$ cat src/design/olid_pkg.sv
// Shared types and constants for the ordered list block.
`default_nettype none
package olid_pkg;

    localparam int OLID_DEPTH = 16;
    localparam int IN_BYTES_W = 40;
    localparam int OUT_BYTES_W = 40;

    typedef enum logic [2:0] {
        MODE_APPEND   = 3'd0,
        MODE_DEL_HEAD = 3'd1,
        MODE_DEL_TAIL = 3'd2,
        MODE_DEL_VAL  = 3'd3,
        MODE_DISPLAY  = 3'd4
    } t_mode;

    typedef enum logic [1:0] {
        ST_OK        = 2'd0,
        ST_EMPTY     = 2'd1,
        ST_NOT_FOUND = 2'd2,
        ST_FULL      = 2'd3
    } t_status;

    typedef enum logic [2:0] {
        CELL_HOLD,
        CELL_APPEND,
        CELL_SHIFT,
        CELL_COMPARE,
        CELL_REMOVE,
        CELL_ROTATE
    } t_cell_op;

    typedef struct packed {
        t_cell_op    op;
        logic [31:0] din;
    } t_cell_ctl;

endpackage
`default_nettype wire

$ cat src/design/olid_cell.sv
// One list cell: holds an entry, takes data from its neighbor or the input.
`default_nettype none
module olid_cell
    import olid_pkg::*;
#(
    parameter int LIST_DEPTH = OLID_DEPTH,
    parameter int IDX        = 0,
    localparam int CW        = $clog2(LIST_DEPTH + 1)
) (
    input  wire              i_clk,
    input  t_cell_ctl        i_ctl,
    input  wire  [CW-1:0]    i_count,
    input  wire  [31:0]      i_next,
    input  wire  [31:0]      i_head,
    input  wire              i_rm_sel,
    output logic [31:0]      o_value,
    output logic             o_match
);

    localparam logic [CW-1:0] IDX_C = CW'(IDX);

    logic [31:0] r_value, n_value;
    logic        r_match, n_match;

    always_comb begin
        n_value = r_value;
        n_match = r_match;
        case (i_ctl.op)
            CELL_APPEND: begin
                if (IDX_C == i_count) begin
                    n_value = i_ctl.din;
                end
            end
            CELL_SHIFT: n_value = i_next;
            CELL_COMPARE: n_match = (r_value == i_ctl.din) && (IDX_C < i_count);
            CELL_REMOVE: begin
                if (i_rm_sel) begin
                    n_value = i_next;
                end
            end
            // circular step: tail slot wraps around to the head value
            CELL_ROTATE: n_value = (IDX_C == i_count - CW'(1)) ? i_head : i_next;
            default: ;
        endcase
    end

    always_ff @(posedge i_clk) begin
        r_value <= n_value;
        r_match <= n_match;
    end

    assign o_value = r_value;
    assign o_match = r_match;

endmodule
`default_nettype wire

$ cat src/design/ordered_list_insert_delete.sv
// Bounded ordered list of signed 32-bit values built as a chain of cells.
// Input channel (s side): one item = mode + item_value. Output channel (m side):
// status and entry_value in tdata, last_result on tlast.
// Append, delete-first and delete-last: the result sits in the output register
// the cycle after the item is accepted. Delete-value: first every cell compares
// its entry, then, once the output register is free, the cells at and behind
// the first match take their neighbor's entry.
// Display: after the item is accepted, the chain rotates one step per emitted
// entry and so ends back in its original order.
// Undefined modes (5 to 7) are taken and dropped with no result.
// Throughput is one item per cycle for append, delete-first and delete-last,
// bounded by the one-deep output register.
// A stalled receiver freezes the block: the output register holds its item and
// no new input is taken and no display step advances until it drains.
// Reset (synchronous, active low) empties the list and drops any waiting
// result; cell contents are not reset.
`default_nettype none
module ordered_list_insert_delete
    import olid_pkg::*;
#(
    parameter int LIST_DEPTH = OLID_DEPTH,
    localparam int CW        = $clog2(LIST_DEPTH + 1)
) (
    input  wire                    i_clk,
    input  wire                    i_rst_n,
    input  wire                    i_s_tvalid,
    output logic                   o_s_tready,
    input  wire  [IN_BYTES_W-1:0]  i_s_tdata,   // [2:0] mode, [34:3] item_value
    output logic                   o_m_tvalid,
    input  wire                    i_m_tready,
    output logic [OUT_BYTES_W-1:0] o_m_tdata,   // [1:0] status, [33:2] entry_value
    output logic                   o_m_tlast    // last_result
);

    localparam logic [CW-1:0] DEPTH_C = CW'(LIST_DEPTH);

    typedef enum logic [1:0] {S_IDLE, S_DELV, S_DISP} t_state;

    t_state          r_state, n_state;
    logic [CW-1:0]   r_count, n_count;
    logic [CW-1:0]   r_left, n_left;
    logic            r_ovalid, n_ovalid;
    t_status         r_ostatus, n_ostatus;
    logic [31:0]     r_oentry, n_oentry;
    logic            r_olast, n_olast;

    t_cell_ctl              cell_ctl;
    logic [31:0]            cell_val [LIST_DEPTH];
    logic [LIST_DEPTH-1:0]  match_vec;
    logic [LIST_DEPTH-1:0]  rm_mask;
    logic                   out_free;
    logic                   in_acc;
    t_mode                  in_mode;
    logic [31:0]            in_value;

    assign in_mode  = t_mode'(i_s_tdata[2:0]);
    assign in_value = i_s_tdata[34:3];
    assign out_free = !r_ovalid || i_m_tready;
    assign o_s_tready = (r_state == S_IDLE) && out_free;
    assign in_acc = i_s_tvalid && o_s_tready;

    // first match and every cell behind it: m | -m
    assign rm_mask = match_vec | (~match_vec + LIST_DEPTH'(1));

    genvar gi;
    generate
        for (gi = 0; gi < LIST_DEPTH; gi++) begin : g_cell
            logic [31:0] nxt;
            if (gi == LIST_DEPTH - 1) begin : g_end
                assign nxt = cell_val[gi];
            end else begin : g_mid
                assign nxt = cell_val[gi+1];
            end
            olid_cell #(
                .LIST_DEPTH (LIST_DEPTH),
                .IDX        (gi)
            ) u_cell (
                .i_clk    (i_clk),
                .i_ctl    (cell_ctl),
                .i_count  (r_count),
                .i_next   (nxt),
                .i_head   (cell_val[0]),
                .i_rm_sel (rm_mask[gi]),
                .o_value  (cell_val[gi]),
                .o_match  (match_vec[gi])
            );
        end
    endgenerate

    always_comb begin
        n_state    = r_state;
        n_count    = r_count;
        n_left     = r_left;
        n_ovalid   = r_ovalid && !i_m_tready;
        n_ostatus  = r_ostatus;
        n_oentry   = r_oentry;
        n_olast    = r_olast;
        cell_ctl.op  = CELL_HOLD;
        cell_ctl.din = in_value;
        case (r_state)
            S_IDLE: begin
                if (in_acc) begin
                    n_oentry = '0;
                    n_olast  = 1'b1;
                    case (in_mode)
                        MODE_APPEND: begin
                            n_ovalid = 1'b1;
                            if (r_count == DEPTH_C) begin
                                n_ostatus = ST_FULL;
                            end else begin
                                n_ostatus   = ST_OK;
                                cell_ctl.op = CELL_APPEND;
                                n_count     = r_count + CW'(1);
                            end
                        end
                        MODE_DEL_HEAD, MODE_DEL_TAIL: begin
                            n_ovalid = 1'b1;
                            if (r_count == '0) begin
                                n_ostatus = ST_EMPTY;
                            end else begin
                                n_ostatus = ST_OK;
                                n_count   = r_count - CW'(1);
                                if (in_mode == MODE_DEL_HEAD) begin
                                    cell_ctl.op = CELL_SHIFT;
                                end
                            end
                        end
                        MODE_DEL_VAL: begin
                            if (r_count == '0) begin
                                n_ovalid  = 1'b1;
                                n_ostatus = ST_EMPTY;
                            end else begin
                                cell_ctl.op = CELL_COMPARE;
                                n_state     = S_DELV;
                            end
                        end
                        MODE_DISPLAY: begin
                            if (r_count == '0) begin
                                n_ovalid  = 1'b1;
                                n_ostatus = ST_EMPTY;
                            end else begin
                                n_left  = r_count;
                                n_state = S_DISP;
                            end
                        end
                        default: ;
                    endcase
                end
            end
            S_DELV: begin
                if (out_free) begin
                    n_ovalid = 1'b1;
                    n_oentry = '0;
                    n_olast  = 1'b1;
                    n_state  = S_IDLE;
                    if (|match_vec) begin
                        n_ostatus   = ST_OK;
                        cell_ctl.op = CELL_REMOVE;
                        n_count     = r_count - CW'(1);
                    end else begin
                        n_ostatus = ST_NOT_FOUND;
                    end
                end
            end
            S_DISP: begin
                if (out_free) begin
                    n_ovalid    = 1'b1;
                    n_ostatus   = ST_OK;
                    n_oentry    = cell_val[0];
                    n_olast     = (r_left == CW'(1));
                    cell_ctl.op = CELL_ROTATE;
                    n_left      = r_left - CW'(1);
                    if (r_left == CW'(1)) begin
                        n_state = S_IDLE;
                    end
                end
            end
            default: n_state = S_IDLE;
        endcase
    end

    always_ff @(posedge i_clk) begin
        if (!i_rst_n) begin
            r_state  <= S_IDLE;
            r_count  <= '0;
            r_left   <= '0;
            r_ovalid <= 1'b0;
        end else begin
            r_state  <= n_state;
            r_count  <= n_count;
            r_left   <= n_left;
            r_ovalid <= n_ovalid;
        end
        r_ostatus <= n_ostatus;
        r_oentry  <= n_oentry;
        r_olast   <= n_olast;
    end

    assign o_m_tvalid = r_ovalid;
    assign o_m_tdata  = {(OUT_BYTES_W - 34)'(0), r_oentry, r_ostatus};
    assign o_m_tlast  = r_olast;

    a_count_bound: assert property (@(posedge i_clk) disable iff (!i_rst_n)
        r_count <= DEPTH_C)
        else $error("entry count above capacity");

    a_disp_left: assert property (@(posedge i_clk) disable iff (!i_rst_n)
        r_state == S_DISP |-> (r_left != '0) && (r_left <= r_count))
        else $error("display counter out of range");

    a_accept_room: assert property (@(posedge i_clk) disable iff (!i_rst_n)
        in_acc |-> out_free)
        else $error("item taken while output register full");

    a_delv_result: assert property (@(posedge i_clk) disable iff (!i_rst_n)
        (r_state == S_DELV) && out_free |=> r_ovalid && o_m_tlast)
        else $error("delete-value gave no final result");

endmodule
`default_nettype wire
$ cat config.mk
export PLATFORM = sky130hd
export DESIGN_NAME = ordered_list_insert_delete
export DESIGN_NICKNAME = d
export VERILOG_FILES = /design/src/design/olid_pkg.sv /design/src/design/olid_cell.sv /design/src/design/ordered_list_insert_delete.sv
export SDC_FILE = /design/constraint.sdc
export NUM_CORES = 2
export LEC_CHECK = 0
export BUFFER_PORTS_ARGS = -buffer_cell sky130_fd_sc_hd__buf_2
export CAP_MARGIN = 20
export CORE_MARGIN = 2
export CORE_UTILIZATION = 59
export CTS_CLUSTER_DIAMETER = 80
export DETAILED_ROUTE_END_ITERATION = 8
export PLACE_DENSITY = 0.76
export SLEW_MARGIN = 5
export SYNTH_ARGS = -nofsm -noshare
export SYNTH_HDL_FRONTEND = slang
export SYNTH_SLANG_ARGS = --single-unit
$ cat constraint.sdc
create_clock -name i_clk -period 14.06 [get_ports i_clk]
set_input_delay 0.703 -clock i_clk [delete_from_list [all_inputs] [get_ports i_clk]]
set_output_delay 0.703 -clock i_clk [all_outputs]
set_load 0.05 [all_outputs]
-- Word-level counts from Yosys, hierarchy flattened
Cells that the tools add are included.
Widths: inputs -> output; s select.
- output and inout bits: 43
- logic and storage cells: 339
- register bits: 576
- input port bits: 44
- bitwise operators: 2
- reductions and logical operators: 57
- $add $sub $neg: 4
- multiplexer cells: 114
- equality and inequality tests: 107
- $lt $le $gt $ge: 16
- operators by type and width (kind ; count):
    $pmux 32 s4 ; 15
    $mux 32 ; 50
    $eq 32x32->1 ; 16
    $pmux 32 s3 ; 1
    $eq 4x5->1 const A ; 16
    $pmux 32 s2 ; 1
    $ne 2x2->1 const B ; 23
    $mux 5 ; 9
    $reduce_and 3->1 ; 15
    $eq 3x5->1 const A ; 8
    $lt 4x5->1 const A ; 8
    $ne 2x1->1 const B ; 17
    $mux 2 ; 15
    $pmux 5 s2 ; 3
    $pmux 2 s3 ; 4
    $eq 2x5->1 const A ; 4
    $lt 3x5->1 const A ; 4
    $logic_and 1x1->1 ; 19
    $reduce_or 16->1 ; 1
    $add 15x1->15 const B ; 1
    $not 15->15 ; 1
    $or 15x15->15 ; 1
    $reduce_and 7->1 ; 2
    $eq 3x2->1 const B ; 4
    other kinds (34) ; 62

-- Longest topological paths before layout
- depth after elaboration: 9
- gate-level depth with buffers: 13
- gate-level depth less buffers: 8

-- Cells and area by module
From an unflattened synthesis, not the netlist that was laid out.
- cells, all modules: 2945
- area total of the unflattened synthesis: 36080.9 um2
- modules (own cells, without submodules) (module ; area each (um2) ; sequential area each (um2) ; instances ; cells each):
    ordered_list_insert_delete ; 2667.6 ; 1311.3 ; 1 ; 258
    olid_cell (g_cell[1].u_cell) ; 2346.0 ; 991.0 ; 1 ; 196
    olid_cell (g_cell[8].u_cell) ; 2130.8 ; 991.0 ; 1 ; 167
    olid_cell (g_cell[4].u_cell) ; 2118.3 ; 991.0 ; 1 ; 167
    olid_cell (g_cell[7].u_cell) ; 2094.5 ; 991.0 ; 1 ; 163
    olid_cell (g_cell[10].u_cell) ; 2088.3 ; 991.0 ; 1 ; 167
    olid_cell (g_cell[11].u_cell) ; 2082.0 ; 991.0 ; 1 ; 167
    olid_cell (g_cell[12].u_cell) ; 2075.7 ; 991.0 ; 1 ; 167
    olid_cell (g_cell[15].u_cell) ; 2075.7 ; 991.0 ; 1 ; 163
    olid_cell (g_cell[6].u_cell) ; 2072.0 ; 991.0 ; 1 ; 166
    olid_cell (g_cell[9].u_cell) ; 2070.7 ; 991.0 ; 1 ; 167
    olid_cell (g_cell[5].u_cell) ; 2065.7 ; 991.0 ; 1 ; 168
    olid_cell (g_cell[13].u_cell) ; 2055.7 ; 991.0 ; 1 ; 167
    olid_cell (g_cell[2].u_cell) ; 2052.0 ; 991.0 ; 1 ; 166
    +3 rows ; n/a ; n/a ; n/a ; n/a

-- Worst setup path after synthesis
No wires, ideal clock.
- path type: register to register
- from: register r_count[0]
- to: register g_cell[15].u_cell.r_value[0] (enable)
- library setup time: 0.472 ns
- data arrival time: 4.835 ns
- stages on the path, launching flop included: 11
- buffers on the path: 3
- slack: 8.753 ns
- cells stage by stage: dfxtp_1 > clkbuf_1 > inv_1 > ha_1 > or4b_4 > nand2_4 > o21ai_4 > or3_1 > clkbuf_1 > buf_2 > o32ai_1
- longest elaborated chain between the ends: 8
- ends and longest elaborated chain (item ; RTL line ; text):
    start: declaration ; ordered_list_insert_delete.sv:40 ; logic [CW-1:0] r_count, n_count;
    start signal: assignment ; ordered_list_insert_delete.sv:190 ; r_count <= n_count;
    $eq 5x5->1 / $logic_not 5->1 (equally long branches) ; ordered_list_insert_delete.sv:108, ordered_list_insert_delete.sv:118, ordered_list_insert_delete.sv:129 ;
    $mux 1 (tied with other cells) ; ordered_list_insert_delete.sv:108 ; if (r_count == DEPTH_C) begin
    $pmux 2 s3 ; ordered_list_insert_delete.sv:105 ; case (in_mode)
    $mux 2 ; ordered_list_insert_delete.sv:102 ; if (in_acc) begin
    $pmux 3 s3 ; ordered_list_insert_delete.sv:100 ; case (r_state)
    $eq 3x1->1 / $eq 3x3->1 (equally long branches) ; olid_cell.sv:28 ; case (i_ctl.op)
    $ne 2x1->1 (no source line) / $reduce_bool 2->1 (equally long branches) ; n/a ;
    $reduce_and 3->1 (no source line) * ; n/a ;
    end signal: assignment ; olid_cell.sv:48 ; r_value <= n_value;
    end: declaration ; olid_cell.sv:22 ; logic [31:0] r_value, n_value;
Mark *: on every way between the ends. The rest lies on a longest branch, timed or not.
A chain may end at the register's enable or synchronous reset.

-- Worst setup path after layout
- from: register r_count[0]
- to: register g_cell[5].u_cell.r_value[17] (data pin)
- longest elaborated chain between the ends: 7
- ends and longest elaborated chain (item ; RTL line):
    $eq 5x5->1 / $logic_not 5->1 (equally long branches) ; ordered_list_insert_delete.sv:108, ordered_list_insert_delete.sv:118, ordered_list_insert_delete.sv:129
    $mux 1 (tied with other cells) ; ordered_list_insert_delete.sv:108
    $pmux 2 s3 ; ordered_list_insert_delete.sv:105
    $mux 2 ; ordered_list_insert_delete.sv:102
    $pmux 3 s3 ; ordered_list_insert_delete.sv:100
    $eq 3x3->1 (tied with other cells) ; olid_cell.sv:28
    $pmux 32 s4 * ; olid_cell.sv:28
    net g_cell[5].u_cell.n_value[17] ; olid_cell.sv:22
    end signal: assignment ; olid_cell.sv:48
    end: declaration ; olid_cell.sv:22
The timed path passes the listed nets; every way through them passes the cells marked *.

==> out/summary.txt <==
number of global-route vias before repair: 24620
Core Region: 0.05392 mm2
internal power: 4.486 mW
Switching Fraction: 0.4013
first-iteration detailed-routing DRC count: 5313
Clock Sinks: 576
crit-path cells: inv_1 > ha_1 > nor3b_1 > xnor2_1 > nand3_1 > a211oi_4 > buf_4 > buf_4 > a221o_1
CTS max path bufs: 3
Area after DPL: 0.03305 mm2
Least-Margin Pin Slew: 1291 ps
final cell count without fillers: 3294
CP max stage cell: buf_4
sequential share of power: 0.423
Max VDD drop: 0.0001252 V
Die Y: 237.8 um
Async SR Flop Fraction: 0
largest net degree at the start of global routing: 66
setup TNS: 0 ps
H-tree depth: 2
critical path endpoint category: register
clock root buffer: clkbuf_16
Rows: 85
FF-to-FF setup slack: 9040 ps
Hold Slack: 366.5 ps
routed len/inst: 40.21 um
top cell family by delay on the critical path: buffers and inverters
synthesized netlist cell count: 2559
gr usage total: 0.4591
Crit Reg-Reg Startpoint: r_count[0]$_SDFFE_PN0P_
Max Cap Viol: 0
Setup Crit Path Kind: register to register
GP Congestion: 1.029
Cell variety after synth: 69
total power: 7.493 mW
# setup viols final: 0
initial antenna violation count: 22
Psw: 3.007 mW
Net count, final: 2577
CP startpoint kind: register
Worst-Skew Late Latency: 670 ps
I/O pins: 87
post-route cell area: 0.03536 mm2
P&R area growth vs syn: 9.623%
post-CTS setup buffers: 0
via count: 26280
fin crit share: 0.3567
DP HPWL: 81340 um
Arrival @ worst endpoint: 5510 ps
Post-CTS Hold Fix Bufs: 0
CTS tree: done
crit path to: g_cell[5].u_cell.o_value[17]$_DFFE_PP_
FF+latch area: 0.01717 mm2
commonest non-fill, non-tap cell in the layout: edfxtp_1
status: finished, violations left
number of synthesized flops with an enable pin: 563
Starting Density: 0.5983
CP max FO: 65
die area: 0.05656 mm2
crit-path max cell delay: 870 ps
failing checks: design-rule violations
post-layout min period: 5015 ps
Final Max Slew Viols: 0
Crit path depth: 9
largest cells by area after synthesis: edfxtp_1 (52%), a221o_1 (14%), xor2_1 (8.4%), xnor2_1 (5.5%), and2_1 (3.1%)
port buffer count: 75
min-delay src: i_rst_n
Most Frequent Cell on Critical Path: buf_4
relative slew slack: 0.1396
Synth Warn #: 0
CTS Buf Count: 60
PD cells: 211.9 mW/mm2
Post-Syn Area: 0.03226 mm2
static leakage: 12.22 nW
most frequent cells in the layout: edfxtp_1 (563), a221o_1 (443), xor2_1 (308)
ratio of cells with drive above 1 in the final layout: 0.1365
DP Cell Count: 3145
Clk pwr share: 0.232
Worst Reg-to-Reg Cells: 9
unrepaired setup endpoints after global routing: no
Buf+Inv Stages, Crit Path: 3
HP Class: primary input to register
register bit count reported by yosys: 576
final WL: 132500 um
drt first pass iters: 9
Die W: 237.8 um
cts repair resizes: 0
fmax: 0.1994 GHz
Final Hold Vio Count: 0
Post-Syn Area per Cell: 12.61 um2
vias per cell: 7.978
Post-synth top flop: edfxtp_1
grt total ovfl: 0
area of the multi-input gates: 0.01387 mm2
WP data required: 14550 ps
DRC errors left: 6
crit path from: r_count[0]$_SDFFE_PN0P_
share of the synthesized area in the top cell type: 0.5241
R2R Path End: g_cell[5].u_cell.o_value[17]$_DFFE_PP_
sequential-to-total area share from yosys stat: 0.5321
# fillers: 3892
Comb pwr share: 0.345
final clock skew: 37.83 ps
Reg clk slew, reported paths: 60 ps
Yosys top cell by area: edfxtp_1
antenna-violating nets left: 0
global-route wire length before repair: 181900 um
worst register-to-register path, stage by stage, from the launching register on:
cell	delay, ps
dfxtp_1	790
inv_1	330
ha_1	410
nor3b_1	200
xnor2_1	530
nand3_1	230
a211oi_4	240
buf_4	720
buf_4	990
a221o_1	430
Yosys cell counts (7+ instances only):
| library cell | number |
|---|---|
| or3_1 | 7 |
| a21oi_1 | 33 |
| xnor2_1 | 203 |
| ha_1 | 12 |
| and2_1 | 160 |
| xor2_1 | 308 |
| inv_1 | 22 |
| nor3_1 | 47 |
| and3_1 | 39 |
| buf_6 | 24 |
| clkbuf_1 | 149 |
| buf_1 | 8 |
| a221o_1 | 443 |
| dfxtp_1 | 13 |
| o21ai_0 | 15 |
| buf_2 | 91 |
| o21ai_2 | 7 |
| nor2_1 | 40 |
| mux2_2 | 33 |
| a211oi_1 | 12 |
| nand3_1 | 23 |
| nor4_1 | 89 |
| nand2_1 | 28 |
| nand4_1 | 67 |
| a21o_1 | 33 |
| buf_4 | 7 |
| edfxtp_1 | 563 |
power groups by stage:
stage	clock network (mW)	logic (mW)	registers [mW]
final	1.74	2.58	3.17
after global routing	1.78	2.60	3.18
after CTS	1.71	2.41	3.13
after detailed placement	0	2.39	3.16
after global placement	0	2.36	3.14
after floorplan	0	1.48	3.05
how the worst min path moves through the flow:
stage	slack, ps	end	depth (start not counted)
after floorplan	450	r_left[1]$_SDFFE_PN0P_	2
after global placement	460	r_left[1]$_SDFFE_PN0P_	2
after detailed placement	490	r_left[1]$_SDFFE_PN0P_	2
after CTS	360	r_count[4]$_SDFFE_PN0P_	3
after global routing	390	r_count[3]$_SDFFE_PN0P_	3
final	370	r_count[4]$_SDFFE_PN0P_	3
through the flow:
stage	setup slack (ps)	utilization
final	9045	0.6559
after global routing	9088	0.6549
after CTS	9407	0.6514
after detailed placement	9427	0.6129
after global placement	9475	0.6129
after floorplan	8753	-
per-layer routing:
metal	wire length, um	share of wire	track usage
met4	14220	0.11	0.3939
met5	104	0.00079	0.01212
met3	24090	0.18	0.2174
met2	52340	0.40	0.6195
met1	41710	0.31	0.5481
flip-flops by register name, indices dropped and copies added (netlist names):
signal and count:
r_oentry 32, r_count 5, g_cell.u_cell.o_value 512, r_ostatus 2, r_left 5, g_cell.u_cell.o_match 16
o_m_tvalid 1, r_state 2, o_m_tlast 1
cell type report:
type	instances	area share
diodes	27	0.001911
multi-input cells	1685	0.3923
repair buffers	174	0.03432
clock inverters	45	0.01504
well taps	696	0.02462
flip-flops and latches	576	0.4854
clock buffers	67	0.04380
inverters	24	0.002547
logic make-up (layout without fill, tap and decap cells):
| family | after synthesis | after routing | synth area share |
|---|---|---|---|
| other | 1 | 33 | 0.0001162 |
| adders and majority gates | 12 | 12 | 0.004654 |
| buffers and inverters | 303 | 310 | 0.04518 |
| muxes | 37 | 37 | 0.01276 |
| xor gates and xnor gates | 511 | 511 | 0.1387 |
| DFF | 576 | 576 | 0.5321 |
| AOI/OAI and AO/OA | 593 | 593 | 0.1706 |
| and+or+nand+nor | 526 | 526 | 0.09580 |
(Power assumes the default switching activity.)
